==> src/rtl/pws_pkg.sv <==
// Shared definitions for the plane-wave surface sampler: widths, codes,
// the pipeline enable bundle and the quarter-wave sine table.
// No dependencies; every other file of the block imports this package.
package pws_pkg;

  localparam int SINE_TABLE_BITS = 10;
  localparam int SINE_N          = 1 << SINE_TABLE_BITS;
  localparam int QUARTER         = SINE_N / 4;
  localparam int DEPTH_LEVELS    = 16;
  localparam int DEPTH_W         = $clog2(DEPTH_LEVELS);

  localparam int COORD_W = 8;
  localparam int PHASE_W = 32;
  localparam int AMP_W   = 23;
  localparam int GAIN_W  = 17;
  localparam int RES_W   = 24;
  localparam int MAG_W   = 17;
  localparam int TRIG_W  = MAG_W + 1;

  localparam logic [63:0] PI2_Q30 = 64'd6746518852;

  typedef enum logic {
    ACT_EVAL = 1'b0,
    ACT_LOAD = 1'b1
  } pws_action_t;

  typedef enum logic [2:0] {
    REG_STEP_X   = 3'd0,
    REG_STEP_Y   = 3'd1,
    REG_ORIGIN   = 3'd2,
    REG_AMPL     = 3'd3,
    REG_SLOPE_X  = 3'd4,
    REG_SLOPE_Y  = 3'd5
  } pws_reg_t;

  // One load enable per pipeline stage.
  typedef struct packed {
    logic s1;
    logic s2;
    logic s3;
    logic s4;
    logic s5;
  } pws_en_t;

  typedef logic [MAG_W-1:0] quarter_tab_t [0:QUARTER];

  // First quadrant of the sine, round(65536*sin), from a Q30 Taylor series.
  // Evaluated at elaboration only.
  function automatic quarter_tab_t build_quarter();
    quarter_tab_t tab;
    logic [63:0]  x;
    logic [63:0]  x2;
    logic [63:0]  term;
    longint       sum;
    int           i;
    for (i = 0; i <= QUARTER; i++) begin
      x    = (64'(i) * PI2_Q30 + 64'(SINE_N / 2)) >> SINE_TABLE_BITS;
      x2   = (x * x) >> 30;
      sum  = longint'(x);
      term = ((x * x2) >> 30) / 64'd6;
      sum  = sum - longint'(term);
      term = ((term * x2) >> 30) / 64'd20;
      sum  = sum + longint'(term);
      term = ((term * x2) >> 30) / 64'd42;
      sum  = sum - longint'(term);
      term = ((term * x2) >> 30) / 64'd72;
      sum  = sum + longint'(term);
      term = ((term * x2) >> 30) / 64'd110;
      sum  = sum - longint'(term);
      term = ((term * x2) >> 30) / 64'd156;
      sum  = sum + longint'(term);
      term = ((term * x2) >> 30) / 64'd210;
      sum  = sum - longint'(term);
      if (sum < 0) begin
        sum = 0;
      end
      tab[i] = MAG_W'((sum + 8192) >>> 14);
    end
    tab[0] = '0;
    return tab;
  endfunction

  localparam quarter_tab_t SINE_QUARTER = build_quarter();

endpackage

==> src/rtl/pws_phase.sv <==
// Phase stages of the plane-wave surface sampler: column and row products,
// then the phase sum rounded to a sine table index. Depends on pws_pkg.
module pws_phase (
  input  logic                                 clk,
  input  pws_pkg::pws_en_t                     en,
  input  logic [pws_pkg::COORD_W-1:0]          col_i,
  input  logic [pws_pkg::COORD_W-1:0]          row_i,
  input  logic [pws_pkg::PHASE_W-1:0]          step_x_i,
  input  logic [pws_pkg::PHASE_W-1:0]          step_y_i,
  input  logic [pws_pkg::PHASE_W-1:0]          origin_i,
  output logic [pws_pkg::SINE_TABLE_BITS-1:0]  idx_o
);
  import pws_pkg::*;

  localparam logic [PHASE_W-1:0] HALF_STEP = PHASE_W'(1) << (PHASE_W - 1 - SINE_TABLE_BITS);

  logic [PHASE_W+COORD_W-1:0] px_full;
  logic [PHASE_W+COORD_W-1:0] py_full;
  logic [PHASE_W-1:0]         prod_x_nxt, prod_x_r;
  logic [PHASE_W-1:0]         prod_y_nxt, prod_y_r;
  logic [PHASE_W-1:0]         phase_sum;
  logic [SINE_TABLE_BITS-1:0] idx_nxt, idx_r;

  // Only the low word of each product matters: the phase wraps per turn.
  assign px_full    = col_i * step_x_i;
  assign py_full    = row_i * step_y_i;
  assign prod_x_nxt = px_full[PHASE_W-1:0];
  assign prod_y_nxt = py_full[PHASE_W-1:0];

  always_ff @(posedge clk) begin
    if (en.s1) begin
      prod_x_r <= prod_x_nxt;
      prod_y_r <= prod_y_nxt;
    end
  end

  // Adding half a table step turns the truncation into round-to-nearest.
  assign phase_sum = origin_i + prod_x_r + prod_y_r + HALF_STEP;
  assign idx_nxt   = phase_sum[PHASE_W-1 -: SINE_TABLE_BITS];

  always_ff @(posedge clk) begin
    if (en.s2) begin
      idx_r <= idx_nxt;
    end
  end

  assign idx_o = idx_r;

endmodule

==> config.mk <==
export PLATFORM = sky130hd
export DESIGN_NAME = pws_phase
export DESIGN_NICKNAME = d
export VERILOG_FILES = /design/src/rtl/pws_pkg.sv /design/src/rtl/pws_phase.sv
export SDC_FILE = /design/constraint.sdc
export NUM_CORES = 1
export LEC_CHECK = 0
export BUFFER_PORTS_ARGS = -buffer_cell sky130_fd_sc_hd__buf_2
export CAP_MARGIN = 10
export CORE_ASPECT_RATIO = 0.9
export CORE_UTILIZATION = 55
export CTS_CLUSTER_DIAMETER = 120
export DETAILED_ROUTE_END_ITERATION = 6
export PLACE_DENSITY = 0.74
export SLEW_MARGIN = 20
export SYNTH_ARGS = -nofsm -noshare
export SYNTH_HDL_FRONTEND = slang
export SYNTH_SLANG_ARGS = --single-unit
export TNS_END_PERCENT = 10
==> constraint.sdc <==
create_clock -name clk -period 8.1 [get_ports clk]
set_input_delay 0.81 -clock clk [delete_from_list [all_inputs] [get_ports clk]]
set_output_delay 0.81 -clock clk [all_outputs]
set_load 0.01 [all_outputs]
==> results of run 1 <==
[state kept, by name, summed over array words and instances, names as in the netlist]
| name | cells |
|---|---|
| prod_x_r | 32 |
| prod_y_r | 32 |
| idx_o | 10 |
[synth_stat cells, types with 2 or more instances]
cell type  number  area [um^2]
a31oi_1         5        31.28
o21bai_1       10        75.07
nand4_1         7        43.79
nor2b_1        10        62.56
o21a_1          7        52.55
inv_1         278         1044
clkbuf_1       42        157.7
a211oi_2        2        25.02
a21o_1         25        187.7
a221o_1         2        20.02
ha_1          138         1727
and2_1        351         2196
o211ai_1        6        45.04
xor2_1         21        183.9
and3_1          8        50.05
nand3_1        20        100.1
nor3_1         15        75.07
o21ai_0        26        130.1
nand2_1       129        484.2
edfxtp_1       74         2222
a21oi_1        56        280.3
o2111ai_1       3        26.28
and4_1          4        35.03
fa_1          342         6847
a211oi_1        3        22.52
or3_1           5        31.28
xnor2_1        65        569.3
nand2b_1        8        50.05
a22oi_1         2        15.01
nor2_1         33        123.9
[final cells by class]
cell class                 count  area, um^2
multi-input combinational   1321       13670
fill                        2512       11900
sequential                    74        2222
inverter                     278        1044
timing repair buffer         125       628.1
tap                          403       504.2
clock buffer                  12       236.5
clock inverter                 4       42.54
antenna                        2       5.005
[critical path, delay by kind of cell]
| family | cells | cell delay [ns] |
|---|---|---|
| adder cells (fa/ha/maj) | 5 | 2.37 |
| AO/OA/AOI/OAI | 6 | 1.43 |
| AND/OR/NAND/NOR | 3 | 0.57 |
| buffers and inverters | 4 | 0.56 |
| XOR/XNOR | 1 | 0.11 |
[per-layer routing]
metal	part of all wire [%]	global-route usage [%]	vias to the layer above	wire, um
met3	4.4	2.792	43	1595
met5	0.036	0	-	13
li1	-	-	5542	-
met2	50	42.03	290	17910
met4	1.5	4.631	2	544
met1	44	33.35	6246	15870
[stage by stage]
step           hold WS [ns]  util, %  power, mW  std cells  area (um^2)
2_1_floorplan        0.6318        -      5.112       1715        17090
3_3_place_gp         0.6973    59.71      6.118       2201        18070
3_5_place_dp         0.7158    59.71      6.279       2201        18070
4_1_cts              0.7489    60.64      6.737       2217        18350
5_1_grt              0.8065    60.65      7.508       2218        18350
6_report             0.7473    60.65      6.712       2219        18350
[report_power, final]
group,total [mW],switching (mW),internal (mW),leakage (nW)
Combinational,5.34,2.93,2.41,7.90
Sequential,1.00,0.0993,0.901,0.724
Clock,0.376,0.140,0.236,0.136
[how the worst min path moves through the flow]
stage                    end  cells after the start         start
finish              idx_o[9]                      2  prod_x_r[31]
global route        idx_o[9]                      2  prod_x_r[31]
floorplan           idx_o[9]                      2  prod_x_r[31]
CTS                 idx_o[9]                      2  prod_x_r[31]
detailed placement  idx_o[9]                      2  prod_x_r[31]
global placement    idx_o[9]                      2  prod_x_r[31]
[cell families after synthesis]
family	Yosys count
DFF	74
and+or+nand+nor	594
xor gates and xnor gates	86
buffers and inverters	320
adders and majority gates	480
AOI/OAI and AO/OA	161
==> flow_metrics.env, run 1 <==
export IMPL_timing_critical_path_from="row_i[2]"
export IMPL_grt_ovfl_total=0
export IMPL_slowest_delay_ns=0.56
export IMPL_synth_warnings=0
export IMPL_timing_fmax_ghz=0.1728
export IMPL_startpoint_type="input pin"
export IMPL_sequential_fraction_of_the_synthesis_area_pct=13.00
export IMPL_combinational_family_with_the_most_area_after_synthesis="adder cells"
export IMPL_netlist_cell_type_count=48
export IMPL_firstDrtPassIters=5
export IMPL_fp_row_count=60
export IMPL_yosys_area_share_xor_xnor_pct=4.407
export IMPL_post_synth_simple_gate_area_pct=19.20
export IMPL_vias_in_the_first_global_route=12930
export IMPL_drc=0
export IMPL_htree_levels=3
export IMPL_timing_critical_path_to="prod_y_r[30]"
export IMPL_report_final_hold_viol_count=0
export IMPL_tritoncts_num_buffers=9
export IMPL_clockRootBuffer="clkbuf_16"
export IMPL_design_portCount=128
export IMPL_floorplan_initialDensity_pct=56.49
export IMPL_dieArea_mm2=0.03178
export IMPL_clockBufferDepth=2
export IMPL_flow_area_growth_from_synthesis_pct=7.365
export IMPL_ys_seq_elements=74
export IMPL_power_leakage_nw=8.754
export IMPL_tritoncts="yes"
export IMPL_finalSetupViolCount=0
export IMPL_maxSlewViolCount=0
export IMPL_io_buffers=124
export IMPL_syn_cell_area_mm2=0.01709
export IMPL_clk_pin_slew_worst_paths_ns=0.06
export IMPL_worst_setup_path_type="in -> reg"
export IMPL_layout_commonest_cell="and2_1"
export IMPL_number_of_antenna_violations_at_the_first_check_in_global_routing=3
export IMPL_syn_inst=1715
export IMPL_gp_congestion=0.8755
export IMPL_number_of_gates_given_a_new_drive_strength_after_cts=0
export IMPL_setup_tns_ns=0
export IMPL_drive_gt1_share_pct=7.883
export IMPL_drtAntennaViolNets=0
export IMPL_r2r_slack_ns=4.15
export IMPL_hold_class="reg -> reg"
export IMPL_clk_latency_ns=0.33
export IMPL_wire_length_of_the_first_global_routing_pass_mm=62.09
export IMPL_worstRegToRegCells=12
export IMPL_placeableCoreArea_mm2=0.03025
export IMPL_outcome="finished clean"
export IMPL_postSynthAreaPerCell_um2=9.966
export IMPL_critical_path_endpoint_type="flop"
export IMPL_vias=12120
export IMPL_dominantRegCellSynth="edfxtp_1"
export IMPL_crit_reg2reg_capture="idx_o[9]"
export IMPL_powerDensity_mw_per_mm2=365.8
export IMPL_regToRegStartpoint="prod_x_r[12]"
export IMPL_vias_per_cell=5.463
export IMPL_skew_ns=0.008716
export IMPL_muxShareOfSynthArea_pct=0
export IMPL_slew_limit_headroom_pct=44.45
export IMPL_crit_fanout=30
export IMPL_floorplan_die_height_um=169.2
export IMPL_cp_arrival_ns=5.86
export IMPL_clock_period_minus_final_worst_setup_slack_ns=5.786
export IMPL_post_cts_setup_buffer_count=0
export IMPL_post_synth_arst_share_pct=0
export IMPL_vdd_drop_max_uv=297.9
export IMPL_crit_path_cell_trace="buf_2 > nand2_1 > fa_1 > fa_1 > inv_1 > fa_1 > inv_1 > fa_1 > inv_1 > ha_1 > a21oi_1 > o211ai_1 > nand3_1 > a21oi_1 > and2_1 > o21bai_1 > o2111ai_1 > a211oi_1 > xnor2_1"
export IMPL_final_cell_mix="and2_1 (351), fa_1 (342), inv_1 (278)"
export IMPL_critPathSlowestCell="fa_1"
export IMPL_fin_nets=2407
export IMPL_post_dp_hpwl_mm=28.99
export IMPL_track_usage_pct=24.31
export IMPL_cap_viol_max_count=0
export IMPL_grt_start_max_net_pins=65
export IMPL_finalWirelength_mm=35.93
export IMPL_preCtsSetupSlack_ns=2.035
export IMPL_post_route_worst_setup_slack_ns=2.314
export IMPL_cp_common_cell="fa_1"
export IMPL_routed_wire_length_per_instance_um=16.19
export IMPL_number_of_clock_sinks=74
export IMPL_share_of_synthesized_cell_area_in_full_adder_half_adder_and_majority_cells_pct=50.16
export IMPL_unrepaired_setup_endpoints_after_global_routing="false"
export IMPL_drt_initial_drc_count=691
export IMPL_synth_compound_area_share_pct=6.201
export IMPL_worst_slew_pin_slew_ns=0.8332
export IMPL_ctsHoldBuffers=0
export IMPL_required_ns=8.17
export IMPL_die_w_um=187.8
export IMPL_timing_final_crit_share_pct=71.43
export IMPL_synth_enable_flop_cells=74
export IMPL_syn_nets=2313
(Power assumes the default switching activity.)
==> run 2: changes to the inputs <==
ABC_AREA = 1   (was unset)
PLACE_DENSITY = 0.73   (was 0.74)
clock period = 6.05 ns   (was 8.1 ns; I/O delays follow)
==> flow_metrics.env, run 2 <==
export IMPL_finalNonFillerCells=3310
export IMPL_number_of_clock_sinks=74
export IMPL_tritoncts_num_buffers=9
export IMPL_final_cell_mix="nand2_1 (877), inv_1 (801), fa_1 (342)"
export IMPL_power_frac_comb_pct=84.5
export IMPL_htree_levels=3
export IMPL_sequentialPowerShare_pct=10.8
export IMPL_drive_gt1_share_pct=5.632
export IMPL_worst_slew_pin_slew_ns=0.8318
export IMPL_fin_nets=3435
export IMPL_unrepaired_setup_endpoints_after_global_routing="false"
export IMPL_netSwitchingPower_mw=6.908
export IMPL_multi_input_comb_area_mm2=0.01437
export IMPL_power_leakage_nw=13.32
export IMPL_synth_enable_flop_cells=74
export IMPL_hold_class="in -> reg"
export IMPL_outcome="finished clean"
export IMPL_vias_per_cell=5.060
export IMPL_timing_final_crit_share_pct=80.77
export IMPL_number_of_gates_given_a_new_drive_strength_after_cts=0
export IMPL_timing_fmax_ghz=0.2046
export IMPL_clockBufferDepth=2
export IMPL_clockRootBuffer="clkbuf_16"
export IMPL_post_synth_arst_share_pct=0
export IMPL_syn_inst=2800
export IMPL_firstDrtPassIters=5
export IMPL_crit_fanout=30
export IMPL_syn_cell_area_mm2=0.01999
export IMPL_startpoint_type="input pin"
export IMPL_die_w_um=203.0
export IMPL_post_cts_setup_buffer_count=0
export IMPL_fp_row_count=65
export IMPL_dieArea_mm2=0.03712
export IMPL_clk_pin_slew_worst_paths_ns=0.06
export IMPL_tritoncts="yes"
export IMPL_dominantRegCellSynth="edfxtp_1"
export IMPL_power_switching_share_pct=57.70
export IMPL_flow_area_growth_from_synthesis_pct=5.713
export IMPL_vias_in_the_first_global_route=17070
export IMPL_io_buffers=124
export IMPL_required_ns=6.12
export IMPL_clock_period_minus_final_worst_setup_slack_ns=4.887
export IMPL_skew_ns=0.01253
export IMPL_synth_top_cells_by_count="nand2_1 (877), inv_1 (801), fa_1 (342)"
export IMPL_ctsHoldBuffers=0
export IMPL_setup_tns_ns=0
export IMPL_clock_power_share_pct=4.7
export IMPL_cap_viol_max_count=0
export IMPL_finalSetupViolCount=0
export IMPL_hold_worst_slack_ns=0.6347
export IMPL_synth_warnings=0
export IMPL_grt_start_max_net_pins=65
export IMPL_routed_wire_length_per_instance_um=14.77
export IMPL_regArea_mm2=0.002222
export IMPL_design_portCount=128
export IMPL_grt_ovfl_total=0
export IMPL_critical_path_endpoint_type="flop"
export IMPL_sequential_fraction_of_the_synthesis_area_pct=11.11
export IMPL_slew_limit_headroom_pct=44.55
export IMPL_internal_power_mw=5.064
export IMPL_worst_setup_path_type="in -> reg"
export IMPL_post_dp_hpwl_mm=41.22
export IMPL_track_usage_pct=27.79
export IMPL_vdd_drop_max_uv=293.8
export IMPL_post_synth_top_area_cell="fa_1"
export IMPL_wire_length_of_the_first_global_routing_pass_mm=82.50
export IMPL_vias=16750
export IMPL_floorplan_die_height_um=182.9
export IMPL_postSynthAreaPerCell_um2=7.141
export IMPL_post_synth_top_area_fraction_pct=34.24
export IMPL_drtAntennaViolNets=0
export IMPL_post_synth_top_count_cell="nand2_1"
export IMPL_clk_latency_ns=0.34
export IMPL_layout_commonest_cell="nand2_1"
export IMPL_floorplan_initialDensity_pct=56.39
export IMPL_placeableCoreArea_mm2=0.03546
export IMPL_gp_congestion=0.9567
export IMPL_drc=0
export IMPL_antenna_cells_inserted=0
export IMPL_cp_arrival_ns=4.96
export IMPL_synth_top_cells_by_area="fa_1 (34%), nand2_1 (16%), inv_1 (15%)"
export IMPL_netlist_cell_type_count=37
export IMPL_nFillCells=3366
export IMPL_ys_seq_elements=74
export IMPL_finalWirelength_mm=48.90
export IMPL_number_of_antenna_violations_at_the_first_check_in_global_routing=1
export IMPL_report_final_hold_viol_count=0
export IMPL_powerDensity_mw_per_mm2=566.4
export IMPL_maxSlewViolCount=0
export IMPL_place_detailed_instances=3295
export IMPL_syn_nets=3398
export IMPL_drt_initial_drc_count=1179
-- run 2: cell types whose count changed in the layout (fill, tap and decap cells not counted), moves of 10 or more --
cell,change
a21o_1,-19
a21oi_1,+25
and2_1,-348
inv_1,+523
nand2_1,+748
nand3_1,+64
nand4_1,+12
nor2_1,+87
nor2b_1,-10
o21ai_0,+12
xnor2_1,-53
-- run 2: through the flow --
step | setup slack (ns) | area (um^2) | utilization, % | total power, mW
2_1_floorplan | 1.323 | 19990 | - | 8.602
3_3_place_gp | 0.9341 | 20830 | 58.74 | 11.07
3_5_place_dp | 0.8565 | 20830 | 58.74 | 11.23
4_1_cts | 1.198 | 21140 | 59.61 | 11.90
5_1_grt | 0.9209 | 21140 | 59.61 | 13.41
6_report | 1.163 | 21140 | 59.61 | 11.97
-- run 2: area by class of cell --
cell class	count	area share, %
clock buffers	10	1.083
flip-flops and latches	74	10.51
clock inverters	5	0.3789
inverters	803	14.26
well taps	469	2.776
multi-input cells	1823	67.98
repair buffers	126	3.007
-- run 2: critical path: stages --
cell,delay [ns]
buf_2,0.54
nand2_1,0.14
inv_1,0.11
fa_1,0.45
fa_1,0.47
fa_1,0.53
inv_1,0.05
fa_1,0.47
inv_1,0.04
ha_1,0.33
a21o_1,0.22
a21oi_1,0.22
nand3_1,0.31
nand2_1,0.17
inv_1,0.05
o21bai_1,0.12
nand2_1,0.10
-- run 2: worst paths after layout --
path	to	cells past startpoint	slack, ns	from
max	prod_x_r[19]	17	1.16	col_i[3]
max reg2reg	idx_o[9]	11	3.04	prod_x_r[20]
min	idx_o[5]	1	0.63	en[3]
min reg2reg	idx_o[9]	5	0.96	prod_x_r[31]
-- run 2: metal layers --
layer  routed length [um]  vias to the layer above  GRT usage (%)
li1                     -                     8142              -
met1                22380                     8074          40.29
met2                22750                      491          45.19
met3                 3140                       41          3.287
met4                  616                        2          5.263
met5                   10                        -              0
-- run 2: cells by family (layout without fill, tap and decap cells) --
| group | count (synthesis) | after routing | synth area share, % |
|---|---|---|---|
| and+or+nand+nor | 1149 | 1149 | 22.95 |
| buffers and inverters | 903 | 944 | 17.02 |
| adders and majority gates | 480 | 480 | 42.88 |
| AOI/OAI and AO/OA | 153 | 153 | 4.243 |
| DFF | 74 | 74 | 11.11 |
| xor gates and xnor gates | 41 | 41 | 1.796 |
-- run 2: power groups by stage --
| stage | logic [mW] | clock network, mW | registers (mW) |
|---|---|---|---|
| floorplan | 7.31 | 0 | 1.29 |
| CTS | 10.0 | 0.574 | 1.30 |
| global route | 11.5 | 0.596 | 1.33 |
| finish | 10.1 | 0.561 | 1.30 |
| detailed placement | 9.92 | 0 | 1.31 |
| global placement | 9.77 | 0 | 1.30 |
==> run 3: changes to the inputs <==
clock period = 4.65 ns   (was 6.05 ns; I/O delays follow)
==> flow_metrics.env, run 3 (synthesized netlist as in run 2, its figures left out) <==
export IMPL_outcome="finished clean"
export IMPL_fp_row_count=65
export IMPL_design_portCount=128
export IMPL_fin_nets=3523
export IMPL_drt_initial_drc_count=1048
export IMPL_clock_period_minus_final_worst_setup_slack_ns=4.417
export IMPL_netSwitchingPower_mw=9.089
export IMPL_crit_reg2reg_capture="idx_o[9]"
export IMPL_routed_wire_length_per_instance_um=14.26
export IMPL_unrepaired_setup_endpoints_after_global_routing="false"
export IMPL_route_met3_wl_mm=3.260
export IMPL_firstDrtPassIters=5
export IMPL_power_frac_comb_pct=85.2
export IMPL_vdd_drop_max_uv=436.1
export IMPL_clk_latency_ns=0.35
export IMPL_gp_congestion=0.9491
export IMPL_hp_start="en[3]"
export IMPL_cap_viol_max_count=0
export IMPL_floorplan_die_height_um=182.9
export IMPL_io_buffers=124
export IMPL_floorplan_initialDensity_pct=56.39
export IMPL_finalWirelength_mm=48.46
export IMPL_ctsHoldBuffers=0
export IMPL_placeableCoreArea_mm2=0.03546
export IMPL_vias_per_cell=5.010
export IMPL_dieArea_mm2=0.03712
export IMPL_required_ns=4.72
export IMPL_drive_gt1_share_pct=8.532
export IMPL_internal_power_mw=7.072
export IMPL_clk_pin_slew_worst_paths_ns=0.06
export IMPL_skew_ns=0.01451
export IMPL_final_cell_mix="nand2_1 (877), inv_1 (801), fa_1 (342)"
export IMPL_routed_wl_met2_mm=22.05
export IMPL_setup_tns_ns=0
export IMPL_maxSlewViolCount=0
export IMPL_cp_arrival_ns=4.49
export IMPL_number_of_clock_sinks=74
export IMPL_power_leakage_nw=13.75
export IMPL_number_of_antenna_violations_at_the_first_check_in_global_routing=1
export IMPL_drc=0
export IMPL_clockRootBuffer="clkbuf_16"
export IMPL_power_switching_share_pct=56.24
export IMPL_tritoncts_num_buffers=9
export IMPL_worst_slew_pin_slew_ns=0.8329
export IMPL_post_route_worst_setup_slack_ns=0.2332
export IMPL_worst_setup_path_type="in -> reg"
export IMPL_timing_final_crit_share_pct=94.98
export IMPL_regToRegStartpoint="prod_x_r[20]"
export IMPL_sequentialPowerShare_pct=10.4
export IMPL_wire_length_of_the_first_global_routing_pass_mm=81.49
export IMPL_timing_hold_worst_path_depth=1
export IMPL_hold_worst_slack_ns=0.4758
export IMPL_tritoncts="yes"
export IMPL_htree_levels=3
export IMPL_antenna_cells_inserted=0
export IMPL_detail_route_wirelength_met1_mm=22.46
export IMPL_vias=17030
export IMPL_number_of_gates_given_a_new_drive_strength_after_cts=0
export IMPL_grt_start_max_net_pins=65
export IMPL_clockBufferDepth=2
export IMPL_timing_fmax_ghz=0.2264
export IMPL_clock_power_share_pct=4.3
export IMPL_crit_fanout=13
export IMPL_slew_limit_headroom_pct=44.47
export IMPL_pnr_total_power_mw=16.16
export IMPL_post_dp_hpwl_mm=41.99
export IMPL_flow_area_growth_from_synthesis_pct=9.143
export IMPL_report_final_hold_viol_count=0
export IMPL_r2r_slack_ns=1.75
export IMPL_vias_in_the_first_global_route=16890
export IMPL_critical_path_endpoint_type="flop"
export IMPL_powerDensity_mw_per_mm2=740.6
export IMPL_route_top_layer_used="met5"
export IMPL_layout_commonest_cell="nand2_1"
export IMPL_finalSetupViolCount=0
export IMPL_drtAntennaViolNets=0
export IMPL_track_usage_pct=27.39
export IMPL_preCtsSetupSlack_ns=-0.04608
export IMPL_post_cts_setup_buffer_count=0
export IMPL_die_w_um=203.0
export IMPL_grt_ovfl_total=0
export IMPL_worstHoldEndpoint="idx_o[2]"
export IMPL_worstRegToRegCells=11
export IMPL_startpoint_type="input pin"
export IMPL_hold_class="in -> reg"
run 3: power groups by stage:
| stage | clock network, mW | registers, mW | logic, mW |
|---|---|---|---|
| after floorplan | 0 | 1.68 | 9.51 |
| after global placement | 0 | 1.70 | 13.3 |
| after detailed placement | 0 | 1.71 | 13.5 |
| after CTS | 0.712 | 1.70 | 13.7 |
| after global routing | 0.738 | 1.72 | 15.7 |
| final | 0.700 | 1.68 | 13.8 |
run 3: how the worst max path moves through the flow:
stage / start / end / slack (ns) / depth (start not counted)
2_1_floorplan: row_i[2] / prod_y_r[30] / 0.06 / 21
3_3_place_gp: col_i[2] / prod_x_r[26] / 0.01 / 15
3_5_place_dp: col_i[2] / prod_x_r[19] / -0.05 / 19
4_1_cts: col_i[2] / prod_x_r[19] / 0.30 / 19
5_1_grt: row_i[3] / prod_y_r[25] / 0.02 / 18
6_report: col_i[2] / prod_x_r[19] / 0.23 / 19
run 3: stage by stage:
stage	instance area, um^2	util, %	instances
4_1_cts	21820	61.54	3399
6_report	21820	61.54	3399
5_1_grt	21820	61.54	3399
3_5_place_dp	21530	60.71	3383
3_3_place_gp	21530	60.71	3383
2_1_floorplan	19990	-	2800
run 3: area by class of cell:
cell class | count | area, um^2
multi-input combinational | 1823 | 14370
fill | 3325 | 13640
inverter | 803 | 3014
sequential | 74 | 2222
timing repair buffer | 214 | 1334
tap | 469 | 586.8
clock buffer | 10 | 229.0
clock inverter | 6 | 67.56
run 3: layer usage:
metal,track usage [%],up-vias
met3,3.092,34
met5,0,-
met1,40.42,8112
met2,43.71,562
li1,-,8320
met4,5.474,2
run 3: worst max-delay path, stage by stage:
cell	delay, ns
buf_2	0.22
buf_4	0.21
nand2_1	0.06
inv_1	0.06
fa_1	0.44
fa_1	0.49
inv_1	0.05
fa_1	0.49
fa_1	0.49
inv_1	0.04
ha_1	0.32
a21oi_1	0.20
nand2_1	0.14
nand3_1	0.10
nand3_1	0.24
nand2_1	0.17
inv_1	0.05
o21bai_1	0.12
nand2_1	0.10
